File: src/design/dces_pkg.sv
// ----------------------------------------------------------------------------
// dces_pkg
// Shared types and constants of the delta coordinate edit stream decoder:
// parser phases, the edit command passed from parser to executor, defaults.
// ----------------------------------------------------------------------------
`default_nettype none

package dces_pkg;

    localparam int unsigned COORD_WIDTH_DEF = 32;
    localparam int unsigned QUEUE_DEPTH_DEF = 2;

    localparam logic [7:0] ESCAPE_BYTE  = 8'h80;
    localparam logic [7:0] VARINT_MASK  = 8'h7f;
    localparam int unsigned VARINT_STEP = 7;
    localparam int unsigned VARINT_LIMIT = 32;

    typedef enum logic [3:0] {
        PH_DX     = 4'd0,
        PH_VX     = 4'd1,
        PH_VY     = 4'd2,
        PH_VZ     = 4'd3,
        PH_DX_ESC = 4'd4,
        PH_DY     = 4'd5,
        PH_DZ     = 4'd6,
        PH_HEALTH = 4'd7,
        PH_C0     = 4'd8,
        PH_C1     = 4'd9,
        PH_C2     = 4'd10
    } phase_t;

    typedef struct packed {
        logic        trunc;
        logic [31:0] cur_x;
        logic [31:0] cur_y;
        logic [31:0] cur_z;
        logic [7:0]  dx;
        logic [7:0]  dy;
        logic [7:0]  dz;
        logic        has_color;
        logic [31:0] color;
    } edit_cmd_t;

endpackage

`default_nettype wire

File: src/design/delta_coordinate_edit_stream_decoder.sv
// ----------------------------------------------------------------------------
// delta_coordinate_edit_stream_decoder
// Accepts one payload byte per cycle; the parser pushes an edit command to a
// short queue and the executor turns it into an absolute edit.
// A finished edit passes through the queue and then the output register.
// Throughput: one byte per cycle while m_ready stays high.
// Reset: parser phase, cursor, varint state, queue and output valid clear.
// ----------------------------------------------------------------------------
`default_nettype none

module delta_coordinate_edit_stream_decoder #(
    parameter int unsigned COORD_WIDTH = dces_pkg::COORD_WIDTH_DEF,
    parameter int unsigned QUEUE_DEPTH = dces_pkg::QUEUE_DEPTH_DEF
) (
    input  wire logic          aclk,
    input  wire logic          aresetn,
    input  wire logic          s_valid,
    output logic               s_ready,
    input  wire logic [7:0]    s_data_byte,
    input  wire logic          s_packet_start,
    input  wire logic          s_packet_last,
    output logic               m_valid,
    input  wire logic          m_ready,
    output logic signed [31:0] m_edit_x,
    output logic signed [31:0] m_edit_y,
    output logic signed [31:0] m_edit_z,
    output logic               m_has_color,
    output logic [31:0]        m_color_word,
    output logic               m_status
);
    import dces_pkg::*;

    edit_cmd_t push_cmd, pop_cmd;
    logic      push_valid, push_ready, pop_valid, pop_ready;

    dces_front #(
        .COORD_WIDTH (COORD_WIDTH)
    ) u_front (
        .aclk           (aclk),
        .aresetn        (aresetn),
        .s_valid        (s_valid),
        .s_ready        (s_ready),
        .s_data_byte    (s_data_byte),
        .s_packet_start (s_packet_start),
        .s_packet_last  (s_packet_last),
        .push_valid     (push_valid),
        .push_ready     (push_ready),
        .push_cmd       (push_cmd)
    );

    dces_queue #(
        .DEPTH (QUEUE_DEPTH)
    ) u_queue (
        .aclk       (aclk),
        .aresetn    (aresetn),
        .push_valid (push_valid),
        .push_ready (push_ready),
        .push_cmd   (push_cmd),
        .pop_valid  (pop_valid),
        .pop_ready  (pop_ready),
        .pop_cmd    (pop_cmd)
    );

    dces_back #(
        .COORD_WIDTH (COORD_WIDTH)
    ) u_back (
        .aclk         (aclk),
        .aresetn      (aresetn),
        .pop_valid    (pop_valid),
        .pop_ready    (pop_ready),
        .pop_cmd      (pop_cmd),
        .m_valid      (m_valid),
        .m_ready      (m_ready),
        .m_edit_x     (m_edit_x),
        .m_edit_y     (m_edit_y),
        .m_edit_z     (m_edit_z),
        .m_has_color  (m_has_color),
        .m_color_word (m_color_word),
        .m_status     (m_status)
    );

endmodule

`default_nettype wire

File: src/design/dces_front.sv
// ----------------------------------------------------------------------------
// dces_front
// Byte parser: tracks the edit phase, collects varints into the cursor and
// the deltas and colour, and pushes one edit command per finished edit or
// truncated packet.
// ----------------------------------------------------------------------------
`default_nettype none

module dces_front #(
    parameter int unsigned COORD_WIDTH = dces_pkg::COORD_WIDTH_DEF
) (
    input  wire logic                aclk,
    input  wire logic                aresetn,
    input  wire logic                s_valid,
    output logic                     s_ready,
    input  wire logic [7:0]          s_data_byte,
    input  wire logic                s_packet_start,
    input  wire logic                s_packet_last,
    output logic                     push_valid,
    input  wire logic                push_ready,
    output dces_pkg::edit_cmd_t      push_cmd
);
    import dces_pkg::*;

    phase_t                 phase_reg, phase_next, phase_eff, parse_next;
    logic [COORD_WIDTH-1:0] cur_x_reg, cur_y_reg, cur_z_reg;
    logic [COORD_WIDTH-1:0] cur_x_next, cur_y_next, cur_z_next;
    logic [COORD_WIDTH-1:0] cur_x_eff, cur_y_eff, cur_z_eff, vcoord;
    logic [31:0]            acc_reg, acc_next, acc_eff, acc_upd, grp;
    logic [5:0]             shift_reg, shift_next, shift_eff, shift_upd;
    logic [7:0]             dx_reg, dy_reg, dz_reg, dx_next, dy_next, dz_next;
    logic [31:0]            color_reg, color_next;
    logic                   take, more, in_varint, emit_edit, trunc;

    assign s_ready   = push_ready;
    assign take      = s_valid && s_ready;
    assign phase_eff = s_packet_start ? PH_DX : phase_reg;
    assign cur_x_eff = s_packet_start ? '0 : cur_x_reg;
    assign cur_y_eff = s_packet_start ? '0 : cur_y_reg;
    assign cur_z_eff = s_packet_start ? '0 : cur_z_reg;
    assign acc_eff   = s_packet_start ? '0 : acc_reg;
    assign shift_eff = s_packet_start ? '0 : shift_reg;

    assign more      = s_data_byte[7];
    assign grp       = 32'(s_data_byte & VARINT_MASK) << shift_eff[4:0];
    assign acc_upd   = (shift_eff < 6'(VARINT_LIMIT)) ? (acc_eff | grp) : acc_eff;
    assign shift_upd = (more && shift_eff < 6'(VARINT_LIMIT)) ?
                       shift_eff + 6'(VARINT_STEP) : shift_eff;
    assign vcoord    = acc_upd[COORD_WIDTH-1:0];
    assign in_varint = (phase_eff == PH_VX) || (phase_eff == PH_VY) ||
                       (phase_eff == PH_VZ);

    always_comb begin
        unique case (phase_eff)
            PH_VX:     parse_next = more ? PH_VX : PH_VY;
            PH_VY:     parse_next = more ? PH_VY : PH_VZ;
            PH_VZ:     parse_next = more ? PH_VZ : PH_DX_ESC;
            PH_DX_ESC: parse_next = PH_DY;
            PH_DY:     parse_next = PH_DZ;
            PH_DZ:     parse_next = PH_HEALTH;
            PH_HEALTH: parse_next = (s_data_byte == 8'h00) ? PH_DX : PH_C0;
            PH_C0:     parse_next = PH_C1;
            PH_C1:     parse_next = PH_C2;
            PH_C2:     parse_next = PH_DX;
            default:   parse_next = (s_data_byte == ESCAPE_BYTE) ? PH_VX : PH_DY;
        endcase
        phase_next = trunc ? PH_DX : parse_next;
    end

    always_comb begin
        emit_edit  = ((phase_eff == PH_HEALTH) && (s_data_byte == 8'h00)) ||
                     (phase_eff == PH_C2);
        trunc      = s_packet_last && !emit_edit && (parse_next != PH_DX);
        cur_x_next = cur_x_eff;
        cur_y_next = cur_y_eff;
        cur_z_next = cur_z_eff;
        dx_next    = dx_reg;
        dy_next    = dy_reg;
        dz_next    = dz_reg;
        color_next = color_reg;
        acc_next   = (in_varint && more && !trunc) ? acc_upd : '0;
        shift_next = (in_varint && more && !trunc) ? shift_upd : '0;
        unique case (phase_eff)
            PH_VX:     if (!more) cur_x_next = vcoord;
            PH_VY:     if (!more) cur_y_next = vcoord;
            PH_VZ:     if (!more) cur_z_next = vcoord;
            PH_DX_ESC: dx_next = s_data_byte;
            PH_DY:     dy_next = s_data_byte;
            PH_DZ:     dz_next = s_data_byte;
            PH_HEALTH: color_next = {s_data_byte, 24'h0};
            PH_C0:     color_next = {color_reg[31:8], s_data_byte};
            PH_C1:     color_next = {color_reg[31:16], s_data_byte, color_reg[7:0]};
            PH_C2:     color_next = {color_reg[31:24], s_data_byte, color_reg[15:0]};
            default:   if (s_data_byte != ESCAPE_BYTE) dx_next = s_data_byte;
        endcase

        push_valid         = take && (emit_edit || trunc);
        push_cmd.trunc     = trunc;
        push_cmd.cur_x     = 32'($signed(cur_x_eff));
        push_cmd.cur_y     = 32'($signed(cur_y_eff));
        push_cmd.cur_z     = 32'($signed(cur_z_eff));
        push_cmd.dx        = dx_reg;
        push_cmd.dy        = dy_reg;
        push_cmd.dz        = dz_reg;
        push_cmd.has_color = (phase_eff == PH_C2);
        push_cmd.color     = (phase_eff == PH_C2) ? color_next : 32'h0;
    end

    always_ff @(posedge aclk) begin
        if (!aresetn) begin
            phase_reg <= PH_DX;
            cur_x_reg <= '0;
            cur_y_reg <= '0;
            cur_z_reg <= '0;
            acc_reg   <= '0;
            shift_reg <= '0;
        end else if (take) begin
            phase_reg <= phase_next;
            cur_x_reg <= cur_x_next;
            cur_y_reg <= cur_y_next;
            cur_z_reg <= cur_z_next;
            acc_reg   <= acc_next;
            shift_reg <= shift_next;
        end
    end

    always_ff @(posedge aclk) begin
        if (take) begin
            dx_reg    <= dx_next;
            dy_reg    <= dy_next;
            dz_reg    <= dz_next;
            color_reg <= color_next;
        end
    end

endmodule

`default_nettype wire

File: src/design/dces_queue.sv
// ----------------------------------------------------------------------------
// dces_queue
// Short FIFO of edit commands between the parser and the executor.
// ----------------------------------------------------------------------------
`default_nettype none

module dces_queue #(
    parameter int unsigned DEPTH = dces_pkg::QUEUE_DEPTH_DEF
) (
    input  wire logic                aclk,
    input  wire logic                aresetn,
    input  wire logic                push_valid,
    output logic                     push_ready,
    input  wire dces_pkg::edit_cmd_t push_cmd,
    output logic                     pop_valid,
    input  wire logic                pop_ready,
    output dces_pkg::edit_cmd_t      pop_cmd
);
    import dces_pkg::*;

    localparam int unsigned AW = (DEPTH > 1) ? $clog2(DEPTH) : 1;
    localparam int unsigned CW = $clog2(DEPTH + 1);

    edit_cmd_t       entry_reg [DEPTH];
    logic [AW-1:0]   wr_ptr_reg, rd_ptr_reg, wr_ptr_next, rd_ptr_next;
    logic [CW-1:0]   count_reg, count_next;
    logic            push, pop;

    assign push_ready = (count_reg != CW'(DEPTH));
    assign pop_valid  = (count_reg != '0);
    assign push       = push_valid && push_ready;
    assign pop        = pop_valid && pop_ready;
    assign pop_cmd    = entry_reg[rd_ptr_reg];

    always_comb begin
        wr_ptr_next = wr_ptr_reg;
        rd_ptr_next = rd_ptr_reg;
        count_next  = count_reg;
        if (push) begin
            wr_ptr_next = (wr_ptr_reg == AW'(DEPTH - 1)) ? '0 : wr_ptr_reg + 1'b1;
        end
        if (pop) begin
            rd_ptr_next = (rd_ptr_reg == AW'(DEPTH - 1)) ? '0 : rd_ptr_reg + 1'b1;
        end
        if (push && !pop) begin
            count_next = count_reg + 1'b1;
        end else if (pop && !push) begin
            count_next = count_reg - 1'b1;
        end
    end

    always_ff @(posedge aclk) begin
        if (!aresetn) begin
            wr_ptr_reg <= '0;
            rd_ptr_reg <= '0;
            count_reg  <= '0;
        end else begin
            wr_ptr_reg <= wr_ptr_next;
            rd_ptr_reg <= rd_ptr_next;
            count_reg  <= count_next;
        end
    end

    always_ff @(posedge aclk) begin
        if (push) begin
            entry_reg[wr_ptr_reg] <= push_cmd;
        end
    end

endmodule

`default_nettype wire

File: src/design/dces_back.sv
// ----------------------------------------------------------------------------
// dces_back
// Executor: adds the deltas to the cursor with coordinate wrap (a truncated
// packet gives zeros) and holds the edit in the output register until taken.
// ----------------------------------------------------------------------------
`default_nettype none

module dces_back #(
    parameter int unsigned COORD_WIDTH = dces_pkg::COORD_WIDTH_DEF
) (
    input  wire logic                aclk,
    input  wire logic                aresetn,
    input  wire logic                pop_valid,
    output logic                     pop_ready,
    input  wire dces_pkg::edit_cmd_t pop_cmd,
    output logic                     m_valid,
    input  wire logic                m_ready,
    output logic signed [31:0]       m_edit_x,
    output logic signed [31:0]       m_edit_y,
    output logic signed [31:0]       m_edit_z,
    output logic                     m_has_color,
    output logic [31:0]              m_color_word,
    output logic                     m_status
);
    import dces_pkg::*;

    logic               valid_reg;
    logic signed [31:0] x_reg, y_reg, z_reg, x_next, y_next, z_next;
    logic [31:0]        sum_x, sum_y, sum_z, color_reg, color_next;
    logic               has_color_reg, has_color_next, status_reg;
    logic               load;

    assign pop_ready = !valid_reg || m_ready;
    assign load      = pop_valid && pop_ready;

    always_comb begin
        sum_x = pop_cmd.cur_x + 32'($signed(pop_cmd.dx));
        sum_y = pop_cmd.cur_y + 32'($signed(pop_cmd.dy));
        sum_z = pop_cmd.cur_z + 32'($signed(pop_cmd.dz));
        if (pop_cmd.trunc) begin
            x_next         = '0;
            y_next         = '0;
            z_next         = '0;
            has_color_next = 1'b0;
            color_next     = '0;
        end else begin
            x_next         = 32'($signed(sum_x[COORD_WIDTH-1:0]));
            y_next         = 32'($signed(sum_y[COORD_WIDTH-1:0]));
            z_next         = 32'($signed(sum_z[COORD_WIDTH-1:0]));
            has_color_next = pop_cmd.has_color;
            color_next     = pop_cmd.color;
        end
    end

    always_ff @(posedge aclk) begin
        if (!aresetn) begin
            valid_reg <= 1'b0;
        end else if (pop_ready) begin
            valid_reg <= pop_valid;
        end
    end

    always_ff @(posedge aclk) begin
        if (load) begin
            x_reg         <= x_next;
            y_reg         <= y_next;
            z_reg         <= z_next;
            has_color_reg <= has_color_next;
            color_reg     <= color_next;
            status_reg    <= pop_cmd.trunc;
        end
    end

    assign m_valid      = valid_reg;
    assign m_edit_x     = x_reg;
    assign m_edit_y     = y_reg;
    assign m_edit_z     = z_reg;
    assign m_has_color  = has_color_reg;
    assign m_color_word = color_reg;
    assign m_status     = status_reg;

endmodule

`default_nettype wire
File: config.mk
export PLATFORM = sky130hd
export DESIGN_NAME = delta_coordinate_edit_stream_decoder
export DESIGN_NICKNAME = d
export VERILOG_FILES = /design/src/design/dces_pkg.sv /design/src/design/delta_coordinate_edit_stream_decoder.sv /design/src/design/dces_front.sv /design/src/design/dces_queue.sv /design/src/design/dces_back.sv
export SDC_FILE = /design/constraint.sdc
export NUM_CORES = 1
export LEC_CHECK = 0
export BUFFER_PORTS_ARGS = -buffer_cell sky130_fd_sc_hd__buf_4
export CORE_ASPECT_RATIO = 0.9
export CORE_MARGIN = 1
export CORE_UTILIZATION = 55
export DETAILED_ROUTE_END_ITERATION = 16
export PLACE_DENSITY = 0.76
export SYNTH_ARGS = -nofsm -noshare
export SYNTH_HDL_FRONTEND = slang
export SYNTH_SLANG_ARGS = --single-unit
File: constraint.sdc
create_clock -name aclk -period 10.6 [get_ports aclk]
set_input_delay 2.12 -clock aclk [delete_from_list [all_inputs] [get_ports aclk]]
set_output_delay 2.12 -clock aclk [all_outputs]
set_load 0.005 [all_outputs]
# ---- Word-level counts from Yosys, hierarchy flattened
# Memories as Yosys holds them, arrays and structs flattened. A register that Yosys moved wholly into a read port is not among the register bits.
# Index checks and enable logic that the tools add are counted.
dict set report totals {
  ramBits 308
  word_cells 112
  register_bits 329
  out_inout_bits 132
  n_memories 1
  inputBits 14
}
dict set report classes {
  order_cmp 1
  add_sub_neg 8
  n_reduce_logical 31
  bitwise_logic 2
  n_eq_ne 13
  muxes 35
  shifts 1
}
# name words word_bits rd rd_ports_with_merged_regs write_ports line_no
set memory_table {}
lappend memory_table {u_queue.entry_reg 2 154 1 1 1 dces_queue.sv:24} ;# edit_cmd_t entry_reg [DEPTH];
# cell n
set ops {}
lappend ops {{32-bit two-way mux} 13}
lappend ops {{32-bit case mux with 4 select lines} 1}
lappend ops {{32-bit adder} 3}
lappend ops {{4-bit case mux with 10 select lines} 1}
lappend ops {{32-bit OR} 1}
lappend ops {{7-bit by 5-bit left shift with 32-bit output} 1}
lappend ops {{6-bit two-way mux} 3}
lappend ops {{4-bit by 3-bit equality test with 1-bit output, second input constant} 4}
lappend ops {{8-bit case mux with 2 select lines} 1}
lappend ops {{4-bit equality test, second input constant} 3}
lappend ops {{1-bit logical AND} 12}
lappend ops {{4-bit two-way mux} 3}
lappend ops {{9-bit OR reduction} 1}
lappend ops {{4-bit by 2-bit equality test with 1-bit output, second input constant} 2}
lappend ops {{8-bit equality test, second input constant} 1}
lappend ops {{8-bit zero test} 1}
lappend ops {{8-bit two-way mux} 1}
lappend ops {{8-bit != test, second input constant} 1}
lappend ops {{1-bit two-way mux} 7}
lappend ops {{6-bit by 3-bit adder with 6-bit output, second input constant} 1}
lappend ops {{6-bit less-than comparator, second input constant} 1}
lappend ops {{2-bit two-way mux} 3}
lappend ops {{3-bit two-way mux} 2}
lappend ops {{2-bit nonzero test} 3}
lappend ops {{other kinds (11)} 21}

# ---- Longest topological paths before layout
# Gate-level depths: netlist of the first run.
dict set report logic_depth {
  depth_word 14
  depth_mapped 15
  mapped_depth_nobuf 12
}

# ---- Hierarchy
# From an unflattened synthesis of the first run, not the netlist that was laid out.
dict set report hier_totals {
  hier_cells 2423
  area_unflattened_um2 29972.5
}
# module instances seq_area_each_um2 cells_each area_each_um2
set by_module_without_submodules {}
lappend by_module_without_submodules {dces_queue 1 9349.0 503 11586.1}
lappend by_module_without_submodules {dces_back 1 3923.8 974 9576.7}
lappend by_module_without_submodules {dces_front 1 4204.0 946 8809.7}

# ---- Worst setup path before layout of the first run
# Ideal clock, no wire load.
dict set report synth_path {
  kind {input to register}
  start {in s_data_byte[3]}
  end {mem u_queue.entry_reg[0][0] (netlist bit), enable pin}
  stages 5
  slack_ns -0.159
  path_buffers 0
  setup_ns 0.688
  t_arrival_ns 10.071
  required_ns 9.912
  cell_sequence {or4_4 > nor4b_4 > a21oi_1 > a21oi_1 > nor2b_1}
}
dict set report synth_between {
  elab_chain_cells 11
  word_cells_on_any_way 16
  cone_classes {eq/ne: 1; mux: 5; reduce/logical: 10}
}
# item line_no
set synth_lines {}
lappend synth_lines {{from (decl)} delta_coordinate_edit_stream_decoder.sv:19} ;# input wire logic [7:0] s_data_byte,
lappend synth_lines {{branches (longest 6 deep; another with 4-bit case mux with 10 select lines)} -}
lappend synth_lines {{1-bit logical OR (*)} dces_front.sv:97} ;# push_valid = take && (emit_edit || trunc);
lappend synth_lines {{1-bit logical AND (*)} dces_front.sv:97}
lappend synth_lines {{1-bit logical AND (*)} dces_queue.sv:31} ;# assign push = push_valid && push_ready;
lappend synth_lines {{named net u_queue.push} dces_queue.sv:27} ;# logic push, pop;
lappend synth_lines {{1-bit two-way mux (*)} dces_queue.sv:65} ;# if (push) begin
lappend synth_lines {{1-bit two-way mux (not written as such) (*)} dces_queue.sv:66} ;# entry_reg[wr_ptr_reg] <= push_cmd;
lappend synth_lines {{to (decl)} dces_queue.sv:24}
# Mark *: on every way through the listed nets, which the timed path passes.

# ---- Worst setup path in the final report of the first run
dict set report layout_path {
  start {in s_packet_start}
  end {mem u_queue.entry_reg[0][82] (netlist bit), enable pin}
}
dict set report layout_between {
  elab_chain_cells 12
  word_cells_on_any_way 23
  cone_classes {eq/ne: 10; mux: 4; reduce/logical: 9}
}
# item line_no
set layout_lines {}
lappend layout_lines {{from (decl)} delta_coordinate_edit_stream_decoder.sv:20} ;# input wire logic s_packet_start,
lappend layout_lines {{4-bit two-way mux (*)} dces_front.sv:37} ;# assign phase_eff = s_packet_start ? PH_DX : phase_reg;
lappend layout_lines {{branches (longest 6 deep; another with 4-bit case mux with 10 select lines)} -}
lappend layout_lines {{1-bit logical OR (*)} dces_front.sv:97}
lappend layout_lines {{1-bit logical AND (*)} dces_front.sv:97}
lappend layout_lines {{1-bit logical AND (*)} dces_queue.sv:31}
lappend layout_lines {{named net u_queue.push} dces_queue.sv:27}
lappend layout_lines {{1-bit two-way mux (*)} dces_queue.sv:65}
lappend layout_lines {{1-bit two-way mux (not written as such) (*)} dces_queue.sv:66}
# Marks and branches as above.

==> flow_summary.yaml, run 1 <==
power_and_ir_drop:
  p_sw_mw: 2.88
  p_per_area_nw_per_um2: 263
  swShare_pct: 32.9
  power_mw: 8.73
  intPower_mw: 5.86
  ir_worst_vdd_mv: 0.203
  comb_power_share_pct: 35.3
  power_frac_clock_pct: 26.9
  power_frac_seq_pct: 37.8
  power_leakage_nw: 12.2
critical_path:
  cp_top_family: "buffers and inverters"
  startpoint_type: "input pin"
  reg2regPathDepth: 12
  crit_fanout: 84
  required_ns: 10.81
  worstPathCellList: "buf_4 -> nor2_1 -> and3_1 -> a21oi_1 -> a21oi_1 -> nor2b_4 -> buf_4 -> buf_4"
  cp.arrival_ns: 6.01
  path_buf_inv: 3
  path_depth: 8
  crit_path_max_incr_delay_ns: 0.96
  path_common_cell: "buf_4"
  crit_type: "in -> reg"
  crit_slowest_cell: "buf_4"
  setup.worst_path.end_class: "flop"
synthesis:
  synth_nets: 2541
  synth_area_leader_cell: "edfxtp_1"
  syn_inst: 2429
  syn_avg_cell_area_um2: 12.1
  syn-cell-area_um2: 29300
  yosysSeqAreaShare_pct: 59.6
  ys_ff_latch: 630
  ys.flop_type: "edfxtp_1"
  synth_top_area_share_pct: 49.8
  synth_warnings: 0
  synth_cell_type_count: 75
  synth_edf_count: 486
  ys_async_sr_fraction_pct: 0
  synthTopCellsByArea: "edfxtp_1 50%, dfxtp_1 9.8%, mux2_2 4.3%"
placement:
  routabilityCongestion: 0.908
  place_inst: 3159
  dp_hpwl_um: 45500
  io_buffers: 145
layout:
  layout_common_cells: "486 x edfxtp_1, 191 x nor2_1, 173 x nand2_1, 173 x nor2b_1, 170 x buf_4"
  largest_register_ff_count: 308
  final_common_cell: "edfxtp_1"
  stdcell_count: 3281
  final_layout_size_suffix_gt1_share_pct: 15.9
  nets: 2651
  n_fill_cell: 3971
  area_growth_pct: 13.2
floorplanning:
  pin_count: 146
  die_h_um: 221
  die-area_um2: 54200
  start_util_pct: 56.2
  row_count: 79
  core_um2: 52200
  fp.dieW_um: 245
run_status:
  status: "complete, no violations"
clock_tree:
  cts_root_buffer: "clkbuf_16"
  cts_tree: "yes"
  clock_latency_ns: 0.62
  clock-sinks: 630
  cts_resized: 0
  htree_levels: 3
  cts_hold_buffers: 0
  postCtsSetupBuffers: 0
  cts_buffers: 66
  cts.clk_slew.worst_paths_ns: 0.06
  clockBufferDepth: 3
global_routing:
  antenna_found_initial: 2
  grtUsageTotal_pct: 25.0
  grt_pass1_vias: 18900
  grt_first_pass_wirelength_um: 106000
  grt.overflow.total: 0
  grt_max_degree: 85
timing:
  hold_viol_final: 0
  rsz0062_at_grt: "false"
  max-slew-margin-rel_pct: 11.4
  slew_violations: 0
  tns_ns: 0
  fmax_ghz: 0.172
  tightest_slew_ns: 1.32
  fin_crit_ns: 5.80
  skew_ns: 0.0228
  final-setup-viol-count: 0
  period_share_pct: 54.7
drt:
  via_per_inst: 6.01
  drtIter0Drc: 1819
  vias: 19700
  antenna_left: 0
  wl_um: 68900
  wire_per_inst_um: 21.0
  drt-pass1-iter-count: 6
  drc: 0
run:
  cap_violations: 0
hold_path:
  hold_depth: 0
  hold_path.class: "reg -> reg"
## per-stage QoR
step / utilization, % / cell area, um^2 / hold WS [ns] / setup WS, ns
floorplan: - / 29300 / 0.417 / 1.64
global placement: 59.4 / 31000 / 0.425 / 4.20
detailed placement: 59.4 / 31000 / 0.436 / 4.10
CTS: 63.6 / 33200 / 0.449 / 4.72
global route: 63.6 / 33200 / 0.451 / 4.41
finish: 63.6 / 33200 / 0.451 / 4.80
## area by class of cell
cell class	count	area [um^2]	share of cell area, %
flip-flops and latches	630	17500	52.7
diodes	1	2.50	0.00754
clock inverters	31	332	0.999
inverters	37	141	0.426
multi-input cells	1634	11200	33.8
clock buffers	90	1870	5.65
well taps	688	861	2.59
repair buffers	170	1280	3.85
## cells in the mapped netlist, types with 14 or more instances
cell type / n
inv_1: 36
a21o_1: 49
o21a_1: 15
clkbuf_1: 110
mux2_2: 111
edfxtp_1: 486
nand2b_1: 15
nand3_1: 25
and2_1: 70
nor2_1: 192
xnor2_1: 46
nor2b_1: 174
a22o_1: 40
mux2i_1: 52
ha_1: 95
o21ai_0: 122
a31oi_1: 14
o31ai_1: 15
xor2_1: 36
a211oi_1: 18
and3_1: 15
a22oi_1: 55
nand2_1: 173
dfxtp_1: 144
nor3_1: 24
a21oi_1: 116
## path summary, 6_finish.rpt
| path | start | endpoint | slack, ns |
|---|---|---|---|
| setup / recovery | s_packet_start | u_queue.entry_reg[0][82] | 4.80 |
| setup reg to reg | flop | u_back.m_edit_x[26] | 5.65 |
| hold / removal | u_front.dy_reg[4] | u_queue.entry_reg[1][45] | 0.45 |
| hold reg to reg | u_front.dy_reg[4] | u_queue.entry_reg[1][45] | 0.45 |
## kinds of logic after synthesis
| kind of cell | count (synthesis) | synth area share (%) |
|---|---|---|
| compound gates | 548 | 12.4 |
| mux | 167 | 6.35 |
| simple gates | 739 | 12.7 |
| flops | 630 | 59.6 |
| fa+ha+maj | 98 | 4.26 |
| xor+xnor | 82 | 2.45 |
| buf+inv | 165 | 2.20 |
## power by group through the flow
stage          sequential [mW]  combinational, mW  clock [mW]
2_1_floorplan             3.40               2.09           0
3_3_place_gp              3.34               3.01           0
3_5_place_dp              3.36               3.06           0
4_1_cts                   3.31               3.08        2.38
5_1_grt                   3.33               3.39        2.47
6_report                  3.30               3.09        2.35
## routing by layer
layer | vias to the layer above | wire length, um | global-route usage, % | part of all wire (%)
met5 | - | 0 | 0 | 0
met4 | 0 | 1850 | 7.93 | 2.7
met3 | 133 | 4320 | 4.26 | 6.3
met2 | 698 | 31800 | 38.7 | 46
met1 | 9661 | 30900 | 36.1 | 45
li1 | 9237 | - | - | -
No activity file was read; power rests on OpenSTA's default activity.
==> run 2, diff against run 1 <==
--- a/config.mk
+++ b/config.mk
@@ -10,7 +10,7 @@
 export CORE_MARGIN = 1
 export CORE_UTILIZATION = 55
 export DETAILED_ROUTE_END_ITERATION = 16
-export PLACE_DENSITY = 0.76
+export PLACE_DENSITY = 0.73
 export SYNTH_ARGS = -nofsm -noshare
 export SYNTH_HDL_FRONTEND = slang
 export SYNTH_SLANG_ARGS = --single-unit
==> constraint.sdc (replaced) <==
create_clock -name aclk -period 5.45 [get_ports aclk]
set_input_delay 1.09 -clock aclk [delete_from_list [all_inputs] [get_ports aclk]]
set_output_delay 1.09 -clock aclk [all_outputs]
set_load 0.005 [all_outputs]
==> flow_summary.yaml, run 2 (synthesis results as in run 1) <==
run_status:
  status: "complete, no violations"
clock_tree:
  cts_resized: 0
  clockBufferDepth: 3
  cts.clk_slew.worst_paths_ns: 0.06
  cts_buffers: 66
  htree_levels: 3
  clock_latency_ns: 0.60
  cts_tree: "yes"
  cts_root_buffer: "clkbuf_16"
  clock-sinks: 630
  postCtsSetupBuffers: 0
  cts_hold_buffers: 0
power_and_ir_drop:
  p_per_area_nw_per_um2: 512
  power_mw: 17.1
  power_leakage_nw: 12.3
  ir_worst_vdd_mv: 0.356
layout:
  final_layout_size_suffix_gt1_share_pct: 16.6
  diodes: 0
  stdcell_count: 3301
  seq_area_um2: 17500
  final_common_cell: "edfxtp_1"
  multiInputGateArea_um2: 11200
  fin_area_um2: 33500
  layout_common_cells: "486 x edfxtp_1, 191 x nor2_1, 185 x buf_4"
  area_growth_pct: 14.3
  nets: 2672
  fin_util_pct: 64.2
  largest_register_ff_count: 308
  n_fill_cell: 3987
critical_path:
  reg2regPathDepth: 12
  startpoint_type: "flop"
  crit_path_max_incr_delay_ns: 0.72
  regToRegSetupSlack_ns: 1.22
  path_buf_inv: 2
  cp.arrival_ns: 4.53
  cp_top_family: "compound AO/OA/AOI/OAI gates"
  setup.worst_path.end_class: "flop"
  crit_type: "reg -> reg"
  worstPathCellList: "buf_12 -> mux2i_1 -> inv_1 -> ha_1 -> a21o_1 -> and4_1 -> a2111oi_0 -> o21ai_0 -> a31oi_1 -> o41ai_1 -> xnor2_1 -> nor2_1"
  crit_fanout: 23
  crit_slowest_cell: "a2111oi_0"
  rr_endpoint: "u_back.m_edit_y[31]"
  required_ns: 5.75
placement:
  io_buffers: 145
  routabilityCongestion: 0.943
  place_inst: 3180
  dp_hpwl_um: 45500
  pre_cts_ws_ns: 1.30
  placed_area_um2: 31200
hold_path:
  hold_path.class: "reg -> reg"
  worstHoldStart: "u_front.dx_reg[5]"
  hold_depth: 0
  hold_end: "u_queue.entry_reg[1][54]"
timing:
  tns_ns: 0
  setup_ws_ns: 1.22
  skew_ns: 0.0218
  rsz0062_at_grt: "false"
  fin_hold_ws_ns: 0.445
  hold_viol_final: 0
  final-setup-viol-count: 0
  max-slew-margin-rel_pct: 21.8
  period_share_pct: 77.6
  slew_violations: 0
  fin_crit_ns: 4.23
  tightest_slew_ns: 1.16
  fmax_ghz: 0.237
run:
  cap_violations: 0
drt:
  wl_um: 68600
  wire_per_inst_um: 20.8
  drt-pass1-iter-count: 6
  vias: 19500
  drc: 0
  via_per_inst: 5.90
  antenna_left: 0
  drtIter0Drc: 1775
global_routing:
  busiest_layer: "met2"
  antenna_found_initial: 1
  grtUsageTotal_pct: 25.4
  grt_max_degree: 132
  use_met3_pct: 5.41
  grtUsageMet2_pct: 38.6
  grt_pass1_vias: 19100
  grt_use_met1_pct: 36.3
  grt.overflow.total: 0
  grt_first_pass_wirelength_um: 107000
floorplanning:
  fp.dieW_um: 245
  start_util_pct: 56.2
  pin_count: 146
  die_h_um: 221
  row_count: 79
  die-area_um2: 54200
  core_um2: 52200
==> run 2: cell types whose count changed in the layout (fill, tap and decap cells not counted), moves of 2 or more <==
cell / delta
inv_4: -2
clkinv_4: -2
buf_4: +15
bufinv_16: +3
buf_12: +6
==> run 2: power by group <==
part           internal [mW]  total (mW)  switching [mW]
registers               6.17        6.40           0.225
clock network           2.83        4.70            1.87
logic                   2.59        6.05            3.47
==> run 2: area by class of cell <==
cell class	instances	area share, %
clock buffer	91	5.64
clock inverter	30	1.20
inverter	37	0.422
multi-input combinational	1634	33.5
sequential	630	52.2
tap	688	2.57
timing repair buffer	191	4.50
==> run 2: how the worst max path moves through the flow <==
stage                     depth (start not counted)  slack, ns                      end
after global placement                           12       1.39      u_back.m_edit_y[31]
final                                            12       1.22      u_back.m_edit_y[31]
after detailed placement                         12       1.30      u_back.m_edit_y[31]
after floorplan                                   5       0.40  u_queue.entry_reg[0][0]
after global routing                             11       1.03      u_back.m_edit_z[29]
after CTS                                        12       1.28      u_back.m_edit_y[31]
==> run 2: per-layer routing <==
layer / routed length (um) / vias to the layer above / share of wire (%)
li1: - / 9242 / -
met1: 31300 / 9502 / 46
met2: 31200 / 589 / 45
met3: 4130 / 128 / 6.0
met4: 2000 / 0 / 2.9
met5: 0 / - / 0
